==> src/hdl/clkrep_pkg.sv <==
// shared constants, state type and slot index helpers for the clock replacement slot cache
package clkrep_pkg;

   localparam int NUM_SLOTS  = 5;
   localparam int SLOT_W     = $clog2(NUM_SLOTS);
   localparam int CNT_W      = $clog2(NUM_SLOTS + 1);
   localparam int BIN_W      = 16;
   localparam int RSP_SLOT_W = 3;

   typedef logic [SLOT_W-1:0] slot_idx_type;
   typedef logic [CNT_W-1:0]  scan_cnt_type;
   typedef logic [BIN_W-1:0]  bin_type;

   typedef enum logic [1:0] {
      ST_IDLE,
      ST_SCAN,
      ST_SWEEP,
      ST_VICTIM
   } state_type;

   function automatic slot_idx_type slot_next(input slot_idx_type idx);
      slot_idx_type res;
      if (idx == SLOT_W'(NUM_SLOTS - 1)) begin
         res = '0;
      end else begin
         res = idx + SLOT_W'(1);
      end
      return res;
   endfunction

   function automatic logic [RSP_SLOT_W-1:0] slot_to_rsp(input slot_idx_type idx);
      logic [SLOT_W+RSP_SLOT_W-1:0] wide;
      wide = {{RSP_SLOT_W{1'b0}}, idx};
      return wide[RSP_SLOT_W-1:0];
   endfunction

endpackage

==> src/hdl/clock_replacement_slot_cache.sv <==
// top level: clock second chance slot cache with tags in ram and a sequencing state machine
// one transaction at a time; busy is high from the accepting edge until the result strobe
// hit: the scan checks slots from zero upward and stops at the first valid matching tag
// miss: the sweep clears each set reference bit it passes, then the victim slot is filled
// the tag scan reads one ram entry per cycle; the sweep steps the hand one slot per cycle
// synchronous reset empties all slots, clears reference bits and puts the hand at slot zero
module clock_replacement_slot_cache
   import clkrep_pkg::*;
(
   input  logic                  clock,
   input  logic                  reset,
   input  logic                  start,
   output logic                  busy,
   input  logic [BIN_W-1:0]      req_bin,
   output logic                  rsp_strobe,
   output logic                  rsp_hit,
   output logic [RSP_SLOT_W-1:0] rsp_slot,
   output logic                  rsp_evicted_valid,
   output logic [BIN_W-1:0]      rsp_evicted_bin
);

   state_type              state_ff, state_in;
   bin_type                bin_ff, bin_in;
   scan_cnt_type           scan_ff, scan_in;
   logic                   chk_en_ff, chk_en_in;
   slot_idx_type           chk_idx_ff, chk_idx_in;
   slot_idx_type           hand_ff, hand_in;
   logic [NUM_SLOTS-1:0]   valid_ff, valid_in;
   logic [NUM_SLOTS-1:0]   ref_ff, ref_in;
   logic                   rsp_strobe_ff, rsp_strobe_in;
   logic                   rsp_hit_ff, rsp_hit_in;
   logic [RSP_SLOT_W-1:0]  rsp_slot_ff, rsp_slot_in;
   logic                   rsp_ev_valid_ff, rsp_ev_valid_in;
   bin_type                rsp_ev_bin_ff, rsp_ev_bin_in;

   logic                   ram_we;
   slot_idx_type           ram_waddr;
   slot_idx_type           ram_raddr;
   bin_type                ram_rdata;
   logic                   tag_match;

   clkrep_ram #(
      .WIDTH (BIN_W),
      .DEPTH (NUM_SLOTS)
   ) u_tag_ram (
      .clock   (clock),
      .wr_en   (ram_we),
      .wr_addr (ram_waddr),
      .wr_data (bin_ff),
      .rd_addr (ram_raddr),
      .rd_data (ram_rdata)
   );

   assign tag_match = chk_en_ff && valid_ff[chk_idx_ff] && (ram_rdata == bin_ff);

   always_ff @(posedge clock) begin
      if (reset) begin
         state_ff      <= ST_IDLE;
         scan_ff       <= '0;
         chk_en_ff     <= 1'b0;
         hand_ff       <= '0;
         valid_ff      <= '0;
         ref_ff        <= '0;
         rsp_strobe_ff <= 1'b0;
      end else begin
         state_ff      <= state_in;
         scan_ff       <= scan_in;
         chk_en_ff     <= chk_en_in;
         hand_ff       <= hand_in;
         valid_ff      <= valid_in;
         ref_ff        <= ref_in;
         rsp_strobe_ff <= rsp_strobe_in;
      end
   end

   always_ff @(posedge clock) begin
      bin_ff          <= bin_in;
      chk_idx_ff      <= chk_idx_in;
      rsp_hit_ff      <= rsp_hit_in;
      rsp_slot_ff     <= rsp_slot_in;
      rsp_ev_valid_ff <= rsp_ev_valid_in;
      rsp_ev_bin_ff   <= rsp_ev_bin_in;
   end

   always_comb begin
      state_in        = state_ff;
      bin_in          = bin_ff;
      scan_in         = scan_ff;
      chk_en_in       = 1'b0;
      chk_idx_in      = chk_idx_ff;
      hand_in         = hand_ff;
      valid_in        = valid_ff;
      ref_in          = ref_ff;
      rsp_strobe_in   = 1'b0;
      rsp_hit_in      = rsp_hit_ff;
      rsp_slot_in     = rsp_slot_ff;
      rsp_ev_valid_in = rsp_ev_valid_ff;
      rsp_ev_bin_in   = rsp_ev_bin_ff;
      ram_we          = 1'b0;
      ram_waddr       = hand_ff;
      ram_raddr       = scan_ff[SLOT_W-1:0];
      unique case (state_ff)
         ST_IDLE: begin
            if (start) begin
               bin_in   = req_bin;
               scan_in  = '0;
               state_in = ST_SCAN;
            end
         end
         ST_SCAN: begin
            chk_idx_in = scan_ff[SLOT_W-1:0];
            chk_en_in  = (scan_ff != CNT_W'(NUM_SLOTS));
            if (scan_ff != CNT_W'(NUM_SLOTS)) begin
               scan_in = scan_ff + CNT_W'(1);
            end
            if (tag_match) begin
               ref_in[chk_idx_ff] = 1'b1;
               rsp_strobe_in      = 1'b1;
               rsp_hit_in         = 1'b1;
               rsp_slot_in        = slot_to_rsp(chk_idx_ff);
               rsp_ev_valid_in    = 1'b0;
               rsp_ev_bin_in      = '0;
               state_in           = ST_IDLE;
            end else if (scan_ff == CNT_W'(NUM_SLOTS)) begin
               state_in = ST_SWEEP;
            end
         end
         ST_SWEEP: begin
            ram_raddr = hand_ff;
            if (ref_ff[hand_ff]) begin
               ref_in[hand_ff] = 1'b0;
               hand_in         = slot_next(hand_ff);
            end else begin
               state_in = ST_VICTIM;
            end
         end
         ST_VICTIM: begin
            ram_we            = 1'b1;
            rsp_strobe_in     = 1'b1;
            rsp_hit_in        = 1'b0;
            rsp_slot_in       = slot_to_rsp(hand_ff);
            rsp_ev_valid_in   = valid_ff[hand_ff];
            rsp_ev_bin_in     = valid_ff[hand_ff] ? ram_rdata : '0;
            valid_in[hand_ff] = 1'b1;
            ref_in[hand_ff]   = 1'b1;
            hand_in           = slot_next(hand_ff);
            state_in          = ST_IDLE;
         end
         default: begin
            state_in = ST_IDLE;
         end
      endcase
   end

   assign busy              = (state_ff != ST_IDLE);
   assign rsp_strobe        = rsp_strobe_ff;
   assign rsp_hit           = rsp_hit_ff;
   assign rsp_slot          = rsp_slot_ff;
   assign rsp_evicted_valid = rsp_ev_valid_ff;
   assign rsp_evicted_bin   = rsp_ev_bin_ff;

   a_hand_range: assert property (@(posedge clock) disable iff (reset)
      hand_ff <= SLOT_W'(NUM_SLOTS - 1))
      else $error("hand out of slot range");

   a_strobe_idle: assert property (@(posedge clock) disable iff (reset)
      rsp_strobe_ff |-> (state_ff == ST_IDLE))
      else $error("result strobe while still working");

   a_hit_no_evict: assert property (@(posedge clock) disable iff (reset)
      (rsp_strobe_ff && rsp_hit_ff) |-> (!rsp_ev_valid_ff && (rsp_ev_bin_ff == '0)))
      else $error("hit reports an eviction");

   a_start_busy: assert property (@(posedge clock) disable iff (reset)
      (start && !busy) |=> busy)
      else $error("accepted transaction did not raise busy");

   a_victim_ref_clear: assert property (@(posedge clock) disable iff (reset)
      (state_ff == ST_VICTIM) |-> !ref_ff[hand_ff])
      else $error("victim slot has its reference bit set");

endmodule

==> src/hdl/clkrep_ram.sv <==
// generic single write port ram with registered read
module clkrep_ram #(
   parameter int WIDTH = 16,
   parameter int DEPTH = 5,
   localparam int AW = $clog2(DEPTH)
) (
   input  logic             clock,
   input  logic             wr_en,
   input  logic [AW-1:0]    wr_addr,
   input  logic [WIDTH-1:0] wr_data,
   input  logic [AW-1:0]    rd_addr,
   output logic [WIDTH-1:0] rd_data
);

   logic [WIDTH-1:0] mem [DEPTH];
   logic [WIDTH-1:0] rd_data_ff;

   always_ff @(posedge clock) begin
      if (wr_en) begin
         mem[wr_addr] <= wr_data;
      end
      rd_data_ff <= mem[rd_addr];
   end

   assign rd_data = rd_data_ff;

endmodule
==> config.mk <==
export PLATFORM = sky130hd
export DESIGN_NAME = clock_replacement_slot_cache
export DESIGN_NICKNAME = d
export VERILOG_FILES = /design/src/hdl/clkrep_pkg.sv /design/src/hdl/clock_replacement_slot_cache.sv /design/src/hdl/clkrep_ram.sv
export SDC_FILE = /design/constraint.sdc
export NUM_CORES = 1
export LEC_CHECK = 0
export BUFFER_PORTS_ARGS = -buffer_cell sky130_fd_sc_hd__buf_4
export CORE_ASPECT_RATIO = 1.25
export CORE_MARGIN = 10
export CORE_UTILIZATION = 35
export DETAILED_ROUTE_END_ITERATION = 7
export PLACE_DENSITY = 0.59
export SLEW_MARGIN = 0
export SYNTH_ARGS = -nofsm -noshare
export SYNTH_HDL_FRONTEND = slang
export SYNTH_SLANG_ARGS = --single-unit
==> constraint.sdc <==
create_clock -name clock -period 7.7 [get_ports clock]
set_input_delay 1.54 -clock clock [delete_from_list [all_inputs] [get_ports clock]]
set_output_delay 1.54 -clock clock [all_outputs]
set_load 0.02 [all_outputs]
# Word level (Yosys, flattened, before mapping)
# Memory sizes are Yosys's and may differ from the RTL's. A register that Yosys moved wholly into a read port is not among the register bits.
# Cells that the tools add are included.
[totals]
mem_bits_rw = 80
wordCells = 95
memories = 1
reg_bits = 60
mem_bits_ro = 0
latchBits = 0
in_bits = 19
out_inout_bits = 23
[classes]
muxes = 39
n_reduce_logical = 17
multipliers = 0
n_shift = 0
add_sub_neg = 2
div = 0
n_bitwise = 6
eq_ne = 13
order_cmp = 4
[mem_list]
columns = ["name", "depth", "word_bits", "read_ports", "rd_clocked_by_memory_dff", "write_ports", "line", "text"]
rows = [
  ["u_tag_ram.mem", 5, 16, 1, 1, 1, "clkrep_ram.sv:15", "logic [WIDTH-1:0] mem [DEPTH];"],
]
[op_table]
columns = ["op", "count"]
rows = [
  ["two-way mux 16 bit", 2],
  ["one-hot mux 16 bit (2 select lines)", 1],
  ["two-way mux 3 bit", 6],
  ["one-hot mux 3 bit (2 select lines)", 3],
  ["== test 16 bit", 1],
  ["bitwise OR 5 bit", 3],
  ["one-hot mux 5 bit (3 select lines)", 1],
  ["two-way mux 1 bit", 11],
  ["two-way mux 5 bit", 2],
  ["!= test 2 bit (second input constant)", 5],
  ["binary-select mux 1 bit (select 3 bit)", 3],
  ["AND reduction 3 bit", 3],
  ["< comparator 3 x 4 -> 1 bit (second input constant)", 2],
  ["two-way mux 2 bit", 4],
  ["one-hot mux 2 bit (4 select lines)", 1],
  ["nonzero test 2 bit", 4],
  ["adder 3 x 1 -> 3 bit (second input constant)", 2],
  ["demux 1 bit (select 3 bit)", 2],
  ["== test 3 bit (second input constant)", 2],
  [">= comparator 3 x 1 -> 1 bit (second input constant)", 2],
  ["!= test 3 bit (second input constant)", 2],
  ["one-hot mux 1 bit (2 select lines)", 3],
  ["AND reduction 2 bit", 3],
  ["AND 5 bit", 1],
  ["other kinds (8)", 12],
]

# Logic depth before layout (Yosys ltp)
# Gate-level depths: netlist (run 1).
[depth]
depth_word = 8
depth_mapped = 7
ltp_nobuf = 6

# Modules after synthesis
# From an unflattened synthesis (run 1), not the netlist that was laid out.
[hier_totals]
hier_cells = 430
hier_area_um2 = 6188.4
[modules_own_cells]
columns = ["module", "cells_per_inst", "seq_area_each_um2", "area_per_inst_um2", "instances"]
rows = [
  ["clkrep_ram", 196, 2722.6, 3499.6, 1],
  ["clock_replacement_slot_cache", 234, 1601.5, 2688.8, 1],
]

# Least setup slack after synthesis (run 1)
# No wires, ideal clock.
[synth_path]
path_type = "input -> register"
start = "input port start"
end = "register scan_ff[1]"
required_time_ps = 7572
stages = 5
setup_time_ps = 128
slack_ps = 4849
arrival_ps = 2724
path_buffers = 0
path_cell_list = "inv_1 -> nor2_1 -> nor2_1 -> mux2i_1 -> nor2_1"
[synth_via]
elab_chain_cells = 2
[synth_rtl]
columns = ["element", "line", "text"]
rows = [
  ["start: declaration", "clock_replacement_slot_cache.sv:12", "input logic start,"],
  ["!= test 2 bit (no line)", "n/a", ""],
  ["AND reduction 3 bit (no line)", "n/a", ""],
  ["end signal: assignment", "clock_replacement_slot_cache.sv:67", "scan_ff <= scan_in;"],
  ["end: declaration", "clock_replacement_slot_cache.sv:24", "scan_cnt_type scan_ff, scan_in;"],
]
# Every way passes these cells.
# A chain may end at the register's enable or synchronous reset.

==> flow_summary_export.csv, run 1 <==
group,metric,value,unit
run_status,status,"complete, no violations",
worst_hold_path,whs_path_depth,1,
logic_synthesis,yosysSeqAreaShare,0.716,
sta,rsz0062_at_grt,"no",
cts,cts_buffers,17,
logic_synthesis,synth_top_family_by_area,"multiplexers",
layout,mostFrequentLayoutCell,"edfxtp_1",
cts,cts_setup_buffers,0,
logic_synthesis,yosys_most_used_dff,"edfxtp_1",
layout,diodes,0,
worst_setup_path,cp_max_fo,14,
sta,finalCritPeriodShare,0.385,
logic_synthesis,synth_fa_ha_area_frac,0.00828,
logic_synthesis,ys_types,48,
worst_hold_path,holdPathEnd,"u_tag_ram.rd_data[7]$_DFF_P_",
sta,skew,8.84,ps
worst_hold_path,worstHoldPathType,"reg2reg",
cts,root_buffer,"clkbuf_16",
worst_setup_path,regToRegEndpoint,"rsp_evicted_bin[3]$_SDFFCE_PN0P_",
global_route,grt_max_degree,23,
cts,holdBufCountCts,0,
layout,syn_to_final_growth,19.6,%
cts,ctsResizeCount,0,
logic_synthesis,synth_edf_count,120,
pwr,finalPower,2.37,mW
logic_synthesis,ys_async_sr_fraction,0,
detailed_routing,ant_nets,0,
placed_design,pre_cts_ws,4740,ps
floorplan,die_y,167,microns
cts,clock_path_buffers,2,
sta,clock.fmax,0.337,GHz
detailed_routing,routed-wl-met3,893,microns
layout,nets,441,
worst_setup_path,cp_num_buf_inv,1,
floorplan,coreArea,0.0169,sq mm
worst_setup_path,max_stage_delay,460,ps
worst_setup_path,path_class,"reg2out",
logic_synthesis,synth_xor_area_frac,0.0261,
detailed_routing,wirelength_met1,5.22,mm
logic_synthesis,synthesis.area,0.00604,sq mm
logic_synthesis,synth_top_area_share,0.596,
logic_synthesis,syn-num-nets,388,
logic_synthesis,ys.warnings.count,0,
detailed_routing,post_drt_wl_per_cell,18.8,microns
worst_setup_path,cp.arrival,1430,ps
detailed_routing,drtPass1Iterations,4,
cts,worstSkewPairLatency,420,ps
cts,h-tree-depth,4,
logic_synthesis,synth_area_leader_cell,"edfxtp_1",
global_route,grt_pass1_wl,19.3,mm
detailed_routing,wl_met2,5.80,mm
placed_design,port_buffers,41,
global_route,grt_pass1_vias,3387,
sta,slew_viol_final,0,
logic_synthesis,synthTopCellsByArea,"edfxtp_1 60%, dfxtp_1 12%, mux4_2 6.0%",
sta,final_hold_viol_count,0,
detailed_routing,wl,12.2,mm
detailed_routing,route.vias.total,3170,
layout,fin_area,0.00723,sq mm
detailed_routing,vias_per_cell,4.87,
worst_setup_path,path_depth,2,
worst_setup_path,startpoint_type,"flop",
pwr,leakagePower,2.55,nW
floorplan,fp.dieArea,0.0230,sq mm
floorplan,initial_core_util,0.357,
worst_setup_path,end_kind,"output pin",
worst_setup_path,r2r_cells,5,
sta,relSlewSlack,0.308,
worst_setup_path,timing.rr.start,"chk_idx_ff[0]$_DFFE_PP_",
detailed_routing,highest_layer,"met4",
sta,max_slew.worst_pin.slew,1020,ps
job,cap_violations,0,
cts,cts.clk_slew.worst_paths,60,ps
detailed_routing,drt_iter0_drc,226,
placed_design,place_area,0.00662,sq mm
worst_setup_path,worstPathRequired,6160,ps
detailed_routing,route.detailed.drc,0,
floorplan,die_x,138,microns
cts,cts_sinks,156,
global_route,grt_use_total,0.114,
layout,layout_common_cells,"120 x edfxtp_1, 48 x buf_4, 36 x dfxtp_1, 22 x nor2_1",
sta,setup-violations-final,0,
logic_synthesis,synthSimpleGateAreaFrac,0.0737,
cts,cts_tree,"built",
logic_synthesis,yosys-mux-area-fraction,0.116,
worst_setup_path,critical_path.slowest_cell,"dfxtp_1",
placed_design,hpwlAfterDp,7.45,mm
sta,fin_ws,4730,ps
logic_synthesis,syn_inst,365,
floorplan,rows,53,
logic_synthesis,avgSynthCellArea,16.6,sq um
layout,final_util,0.427,
layout,drive_gt1_frac,0.292,
logic_synthesis,ys_ff_latch,156,
worst_setup_path,crit_path_cell_trace,"or2_2 -> buf_4",
worst_setup_path,reg2reg_slack,4770,ps
pwr,ir_drop,0.200,mV
sta,tns,0,ps
placed_design,place_congestion,0.813,
worst_setup_path,path_delay_family,"flip-flops",
global_route,antenna_found_initial,0,
global_route,grt_overflow,0,
pwr,p_per_area,329,mW/mm^2
worst_hold_path,hold_start,"u_tag_ram.mem[4][7]$_DFFE_PP_",
floorplan,pin_count,42,
sta,min_period,2970,ps
logic_synthesis,synth_compound_area_frac,0.0400,
## registers in the layout, indices dropped and copies added (netlist names), 3 cells and up, named ones only
register / cells
ref_ff: 5
bin_ff: 16
valid_ff: 5
rsp_slot: 3
u_tag_ram.mem: 80
hand_ff: 3
u_tag_ram.rd_data: 16
chk_idx_ff: 3
scan_ff: 3
rsp_evicted_bin: 16
## Yosys cell counts (4+ instances only)
cell	count
mux4_2	16
nor3_1	5
ha_1	4
edfxtp_1	120
nand2_1	10
mux2_2	13
dfxtp_1	36
nor2_1	23
nand3_1	5
mux2_4	5
and3_1	4
clkbuf_1	4
nand4_1	4
mux2i_1	7
inv_1	12
a21oi_1	11
nand2b_1	5
xnor2_1	17
buf_2	6
and2_1	16
## worst max path at each step
stage,slack (ps),end
floorplan,4850,scan_ff[1]$_SDFFE_PP0P_
global route,4490,rsp_evicted_bin[13]$_SDFFCE_PN0P_
finish,4730,busy
CTS,4710,busy
global placement,4800,rsp_evicted_bin[10]$_SDFFCE_PN0P_
detailed placement,4740,rsp_evicted_bin[10]$_SDFFCE_PN0P_
## metrics by stage
| stage | std cells | hold slack, ps |
|---|---|---|
| 6_report | 651 | 465 |
| 5_1_grt | 651 | 494 |
| 2_1_floorplan | 365 | 435 |
| 4_1_cts | 651 | 472 |
| 3_3_place_gp | 619 | 452 |
| 3_5_place_dp | 619 | 459 |
## cell type report
class | count | area [sq um]
Sequential cell | 156 | 4320
Clock inverter | 14 | 168
Clock buffer | 18 | 439
Tap cell | 220 | 275
Multi-Input combinational cell | 183 | 1620
Fill cell | 1546 | 9680
Inverter | 12 | 45.0
Timing Repair Buffer | 48 | 360
## metal layers
metal,up-vias,global-route usage
met1,1565,0.140
met4,0,0.0537
li1,1490,-
met3,22,0.0424
met2,93,0.172
met5,-,0
## report_power, final
group | switching (mW) | leakage, nW | total, mW | internal [mW]
logic | 0.196 | 0.873 | 0.383 | 0.187
registers | 0.0989 | 1.38 | 1.14 | 1.04
clock network | 0.333 | 0.294 | 0.851 | 0.518
## cell families after synthesis
| group | Yosys count |
|---|---|
| DFF | 156 |
| and+or+nand+nor | 85 |
| muxes | 43 |
| AOI/OAI and AO/OA | 33 |
| buffers and inverters | 26 |
| xor gates and xnor gates | 18 |
| adders and majority gates | 4 |
Note: power is estimated with default switching activity, not from simulation.
==> inputs of run 2 (changes only) <==
Settings changed: PLACE_DENSITY 0.59 to 0.61.
Clock period 7.7 ns to 2.38 ns, I/O delays scaled along.
==> run 2 against run 1 <==
Die area stayed put. Critical path depth rose by 4. Utilization rose by 0.72 points. Clock-buffer cell count is 4 higher. Sequential power grew to 3.2 times the previous value. Worst setup slack got worse by 4500 ps. First-iteration DRC count down 4.0%. Highest routed layer unchanged.
==> flow_summary_export.csv, run 2 (synthesis results as in run 1) <==
group,metric,value,unit
placed_design,pre_cts_ws,217,ps
worst_setup_path,critical_path.slowest_cell,"edfxtp_1",
floorplan,coreArea,0.0169,sq mm
worst_hold_path,worstHoldPathType,"in2reg",
cts,cts_tree,"built",
detailed_routing,drtPass1Iterations,5,
cts,root_buffer,"clkbuf_16",
cts,h-tree-depth,4,
sta,tns,0,ps
floorplan,fp.dieArea,0.0230,sq mm
cts,cts_buffers,17,
worst_setup_path,cp.arrival,2280,ps
detailed_routing,wl,12.4,mm
layout,instances_no_fill,667,
sta,max_slew.worst_pin.slew,513,ps
layout,largest_reg_flops,80,
sta,min_period,2180,ps
run_status,status,"complete, no violations",
pwr,switching_share,0.259,
worst_setup_path,worstPathRequired,2480,ps
sta,fin_ws,198,ps
detailed_routing,drt_iter0_drc,217,
detailed_routing,post_drt_wl_per_cell,18.7,microns
layout,syn_to_final_growth,21.6,%
detailed_routing,route.vias.total,3252,
worst_setup_path,path_class,"reg2reg",
detailed_routing,vias_per_cell,4.88,
detailed_routing,ant_nets,0,
floorplan,initial_core_util,0.357,
job,cap_violations,0,
worst_setup_path,cp_num_buf_inv,1,
layout,layout_common_cells,"120 x edfxtp_1, 63 x buf_4, 36 x dfxtp_1, 22 x nor2_1",
global_route,antenna_found_initial,0,
cts,ctsResizeCount,0,
floorplan,die_x,138,microns
placed_design,place_area,0.00675,sq mm
cts,cts_setup_buffers,0,
floorplan,die_y,167,microns
layout,nets,457,
worst_setup_path,startpoint_type,"flop",
sta,rsz0062_at_grt,"no",
global_route,grt_overflow,0,
placed_design,placed_cells,635,
sta,setup-violations-final,0,
pwr,p_per_area,1060,mW/mm^2
pwr,power_frac_clock,0.352,
pwr,comb_power_share,0.180,
cts,cts.clk_slew.worst_paths,60,ps
worst_setup_path,cp_max_fo,15,
sta,hold_ws,233,ps
worst_setup_path,path_delay_family,"simple AND/OR/NAND/NOR gates",
layout,mostFrequentLayoutCell,"edfxtp_1",
global_route,grt_pass1_vias,3472,
sta,relSlewSlack,0.658,
pwr,internal_power,5.75,mW
placed_design,place_congestion,0.845,
sta,slew_viol_final,0,
cts,worstSkewPairLatency,420,ps
floorplan,pin_count,42,
sta,finalCritPeriodShare,0.917,
sta,skew,7.85,ps
placed_design,hpwlAfterDp,8.29,mm
worst_setup_path,crit_path_cell_trace,"mux2i_1 -> or3_1 -> a311oi_2 -> and3_1 -> o21a_2 -> buf_4",
layout,diodes,0,
global_route,grt_use_total,0.114,
cts,holdBufCountCts,0,
detailed_routing,route.detailed.drc,0,
layout,fin_area,0.00735,sq mm
worst_setup_path,max_stage_delay,480,ps
pwr,leakagePower,2.63,nW
cts,cts_sinks,156,
pwr,power_switching,2.01,mW
sta,clock.fmax,0.458,GHz
layout,drive_gt1_frac,0.313,
global_route,grt_max_degree,23,
pwr,ir_drop,0.534,mV
floorplan,rows,53,
cts,clock_path_buffers,2,
worst_setup_path,end_kind,"flop",
layout,regMostFlops,"u_tag_ram.mem",
placed_design,port_buffers,41,
global_route,grt_pass1_wl,19.6,mm
sta,final_hold_viol_count,0,
pwr,seqPwrFrac,0.468,
==> run 2: metal layers <==
metal / share of wire / GRT usage / up-vias
li1: - / - / 1516
met1: 0.42 / 0.134 / 1636
met2: 0.51 / 0.186 / 80
met3: 0.048 / 0.0334 / 20
met4: 0.018 / 0.0473 / 0
met5: 0 / 0 / -
==> run 2: cell type report <==
cell class / instances / area (sq um)
tap: 220 / 275
timing repair buffer: 64 / 493
multi-input combinational: 183 / 1610
fill: 1516 / 9560
clock inverter: 10 / 139
clock buffer: 22 / 464
inverter: 12 / 45.0
sequential: 156 / 4320
==> run 2: worst paths after layout <==
check	start	end	slack (ps)	depth (start not counted)
worst min-delay path	req_bin[1]	bin_ff[1]$_DFFE_PP_	230	1
worst max-delay path	chk_idx_ff[0]$_DFFE_PP_	rsp_evicted_bin[6]$_SDFFCE_PN0P_	200	6
worst max register to register	chk_idx_ff[0]$_DFFE_PP_	rsp_evicted_bin[6]$_SDFFCE_PN0P_	200	6
worst min register to register	valid_ff[1]$_SDFFE_PP0P_	valid_ff[1]$_SDFFE_PP0P_	470	2
==> run 2: power groups by stage <==
stage	Sequential, mW	Clock [mW]	Combinational (mW)
5_1_grt	3.68	2.90	1.52
3_5_place_dp	3.69	0	1.42
2_1_floorplan	3.64	0	0.939
4_1_cts	3.64	2.78	1.43
6_report	3.63	2.73	1.40
3_3_place_gp	3.67	0	1.40
==> run 2: through the flow <==
step	power (mW)	util
finish	7.76	0.435
global route	8.10	0.435
floorplan	4.58	-
global placement	5.08	0.399
detailed placement	5.11	0.399
CTS	7.84	0.435
==> inputs of run 3 (changes only) <==
Settings changed: RECOVER_POWER set to 50.
==> run 3 against run 2 <==
Wire length is essentially flat. Non-clock buffer count is the same. Clock power is essentially flat. Critical path depth grew 1. Sequential cell count is the same. Fmax shrank 0.16%. Combinational power shrank 4%.
==> flow_summary_export.csv, run 3 (synthesis results as in run 1) <==
group,metric,value,unit
layout,largest_reg_flops,80,
floorplan,rows,53,
detailed_routing,route.vias.total,3273,
worst_setup_path,regToRegEndpoint,"scan_ff[1]$_SDFFE_PP0P_",
worst_setup_path,path_class,"reg2reg",
pwr,ir_drop,0.537,mV
placed_design,pre_cts_ws,217,ps
cts,root_buffer,"clkbuf_16",
placed_design,place_congestion,0.845,
cts,cts_sinks,156,
floorplan,initial_core_util,0.357,
sta,min_period,2180,ps
job,cap_violations,0,
worst_setup_path,worstPathRequired,2690,ps
sta,setup-violations-final,0,
cts,holdBufCountCts,0,
layout,nets,457,
cts,h-tree-depth,4,
layout,regMostFlops,"u_tag_ram.mem",
floorplan,pin_count,42,
detailed_routing,ant_nets,0,
worst_hold_path,worstHoldPathType,"in2reg",
sta,tns,0,ps
worst_setup_path,end_kind,"flop",
global_route,grt_max_degree,23,
cts,cts_buffers,17,
detailed_routing,wl,12.4,mm
worst_setup_path,cp_max_fo,13,
detailed_routing,route.detailed.drc,0,
worst_hold_path,holdPathEnd,"bin_ff[1]$_DFFE_PP_",
worst_setup_path,reg2reg_slack,200,ps
layout,fin_area,0.00725,sq mm
sta,relSlewSlack,0.519,
layout,syn_to_final_growth,19.9,%
sta,clock.fmax,0.458,GHz
cts,worstSkewPairLatency,420,ps
layout,num-fill-cells,1539,
worst_setup_path,r2r_cells,7,
sta,finalCritPeriodShare,0.918,
layout,mostFrequentLayoutCell,"edfxtp_1",
layout,layout_common_cells,"120 x edfxtp_1, 36 x dfxtp_1, 29 x clkbuf_1, 23 x nor2_1, 22 x buf_4",
run_status,status,"complete, no violations",
layout,ff_latch_area,0.00432,sq mm
sta,final_hold_viol_count,0,
placed_design,hpwlAfterDp,8.29,mm
global_route,grt_pass1_wl,19.6,mm
layout,instances_no_fill,667,
floorplan,die_y,167,microns
pwr,p_per_area,1060,mW/mm^2
layout,drive_gt1_frac,0.253,
sta,slew_viol_final,0,
detailed_routing,drt_iter0_drc,193,
detailed_routing,drtPass1Iterations,5,
global_route,grt_use_total,0.114,
worst_setup_path,cp.arrival,2490,ps
detailed_routing,post_drt_wl_per_cell,18.6,microns
global_route,grt_overflow,0,
layout,multiInputGateArea,0.00161,sq mm
cts,ctsResizeCount,0,
cts,cts.clk_slew.worst_paths,60,ps
placed_design,port_buffers,41,
worst_hold_path,hold_start,"req_bin[1]",
cts,cts_setup_buffers,0,
sta,rsz0062_at_grt,"no",
global_route,grt_pass1_vias,3472,
sta,skew,8.23,ps
layout,diodes,0,
pwr,leakagePower,2.53,nW
placed_design,placed_cells,635,
cts,cts_tree,"built",
worst_hold_path,whs_path_depth,1,
floorplan,coreArea,0.0169,sq mm
detailed_routing,vias_per_cell,4.91,
cts,clock_path_buffers,2,
floorplan,fp.dieArea,0.0230,sq mm
sta,fin_ws,195,ps
worst_setup_path,startpoint_type,"flop",
floorplan,die_x,138,microns
pwr,finalPower,7.70,mW
global_route,antenna_found_initial,0,
sta,max_slew.worst_pin.slew,721,ps
placed_design,place_area,0.00675,sq mm
-- run 3: layer usage --
metal / vias up / share of wire / GRT usage
li1: 1519 / - / -
met1: 1666 / 0.42 / 0.134
met2: 70 / 0.51 / 0.186
met3: 18 / 0.050 / 0.0334
met4: 0 / 0.018 / 0.0473
met5: - / 0 / 0
-- run 3: worst max-delay path by stage --
stage	start	end	slack, ps	cells after the start
floorplan	chk_idx_ff[0]$_DFFE_PP_	rsp_evicted_bin[0]$_SDFFCE_PN0P_	150	7
global placement	chk_idx_ff[0]$_DFFE_PP_	rsp_evicted_bin[10]$_SDFFCE_PN0P_	280	6
detailed placement	chk_idx_ff[0]$_DFFE_PP_	rsp_evicted_bin[10]$_SDFFCE_PN0P_	220	6
CTS	chk_idx_ff[0]$_DFFE_PP_	rsp_evicted_bin[1]$_SDFFCE_PN0P_	210	6
global route	flop	scan_ff[1]$_SDFFE_PP0P_	70	7
finish	flop	scan_ff[1]$_SDFFE_PP0P_	200	7
-- run 3: critical path, cell delays in order (launching register included) --
cell and delay [ps]:
dfxtp_1 310, clkbuf_1 300, or2_2 400, nor2_1 120, clkbuf_1 570, nor2_1 130
mux2i_1 170, nor2_1 50
-- run 3: where the power goes --
part,internal [mW],total (mW),switching [mW],leakage [nW]
Sequential,3.37,3.63,0.263,1.38
Combinational,0.622,1.34,0.721,0.866
Clock,1.71,2.73,1.03,0.285
-- run 3: stage by stage --
step                 util  hold slack [ps]
detailed placement  0.399              457
finish              0.428              252
global placement    0.399              453
CTS                 0.435              215
global route        0.428              231
floorplan               -              435
-- run 3: layout make-up --
cell class                      count  area share
Sequential cell                   156       0.597
Tap cell                          220      0.0380
Clock inverter                     10      0.0192
Multi-Input combinational cell    183       0.222
Timing Repair Buffer               64      0.0542
Inverter                           12     0.00622
Clock buffer                       22      0.0641
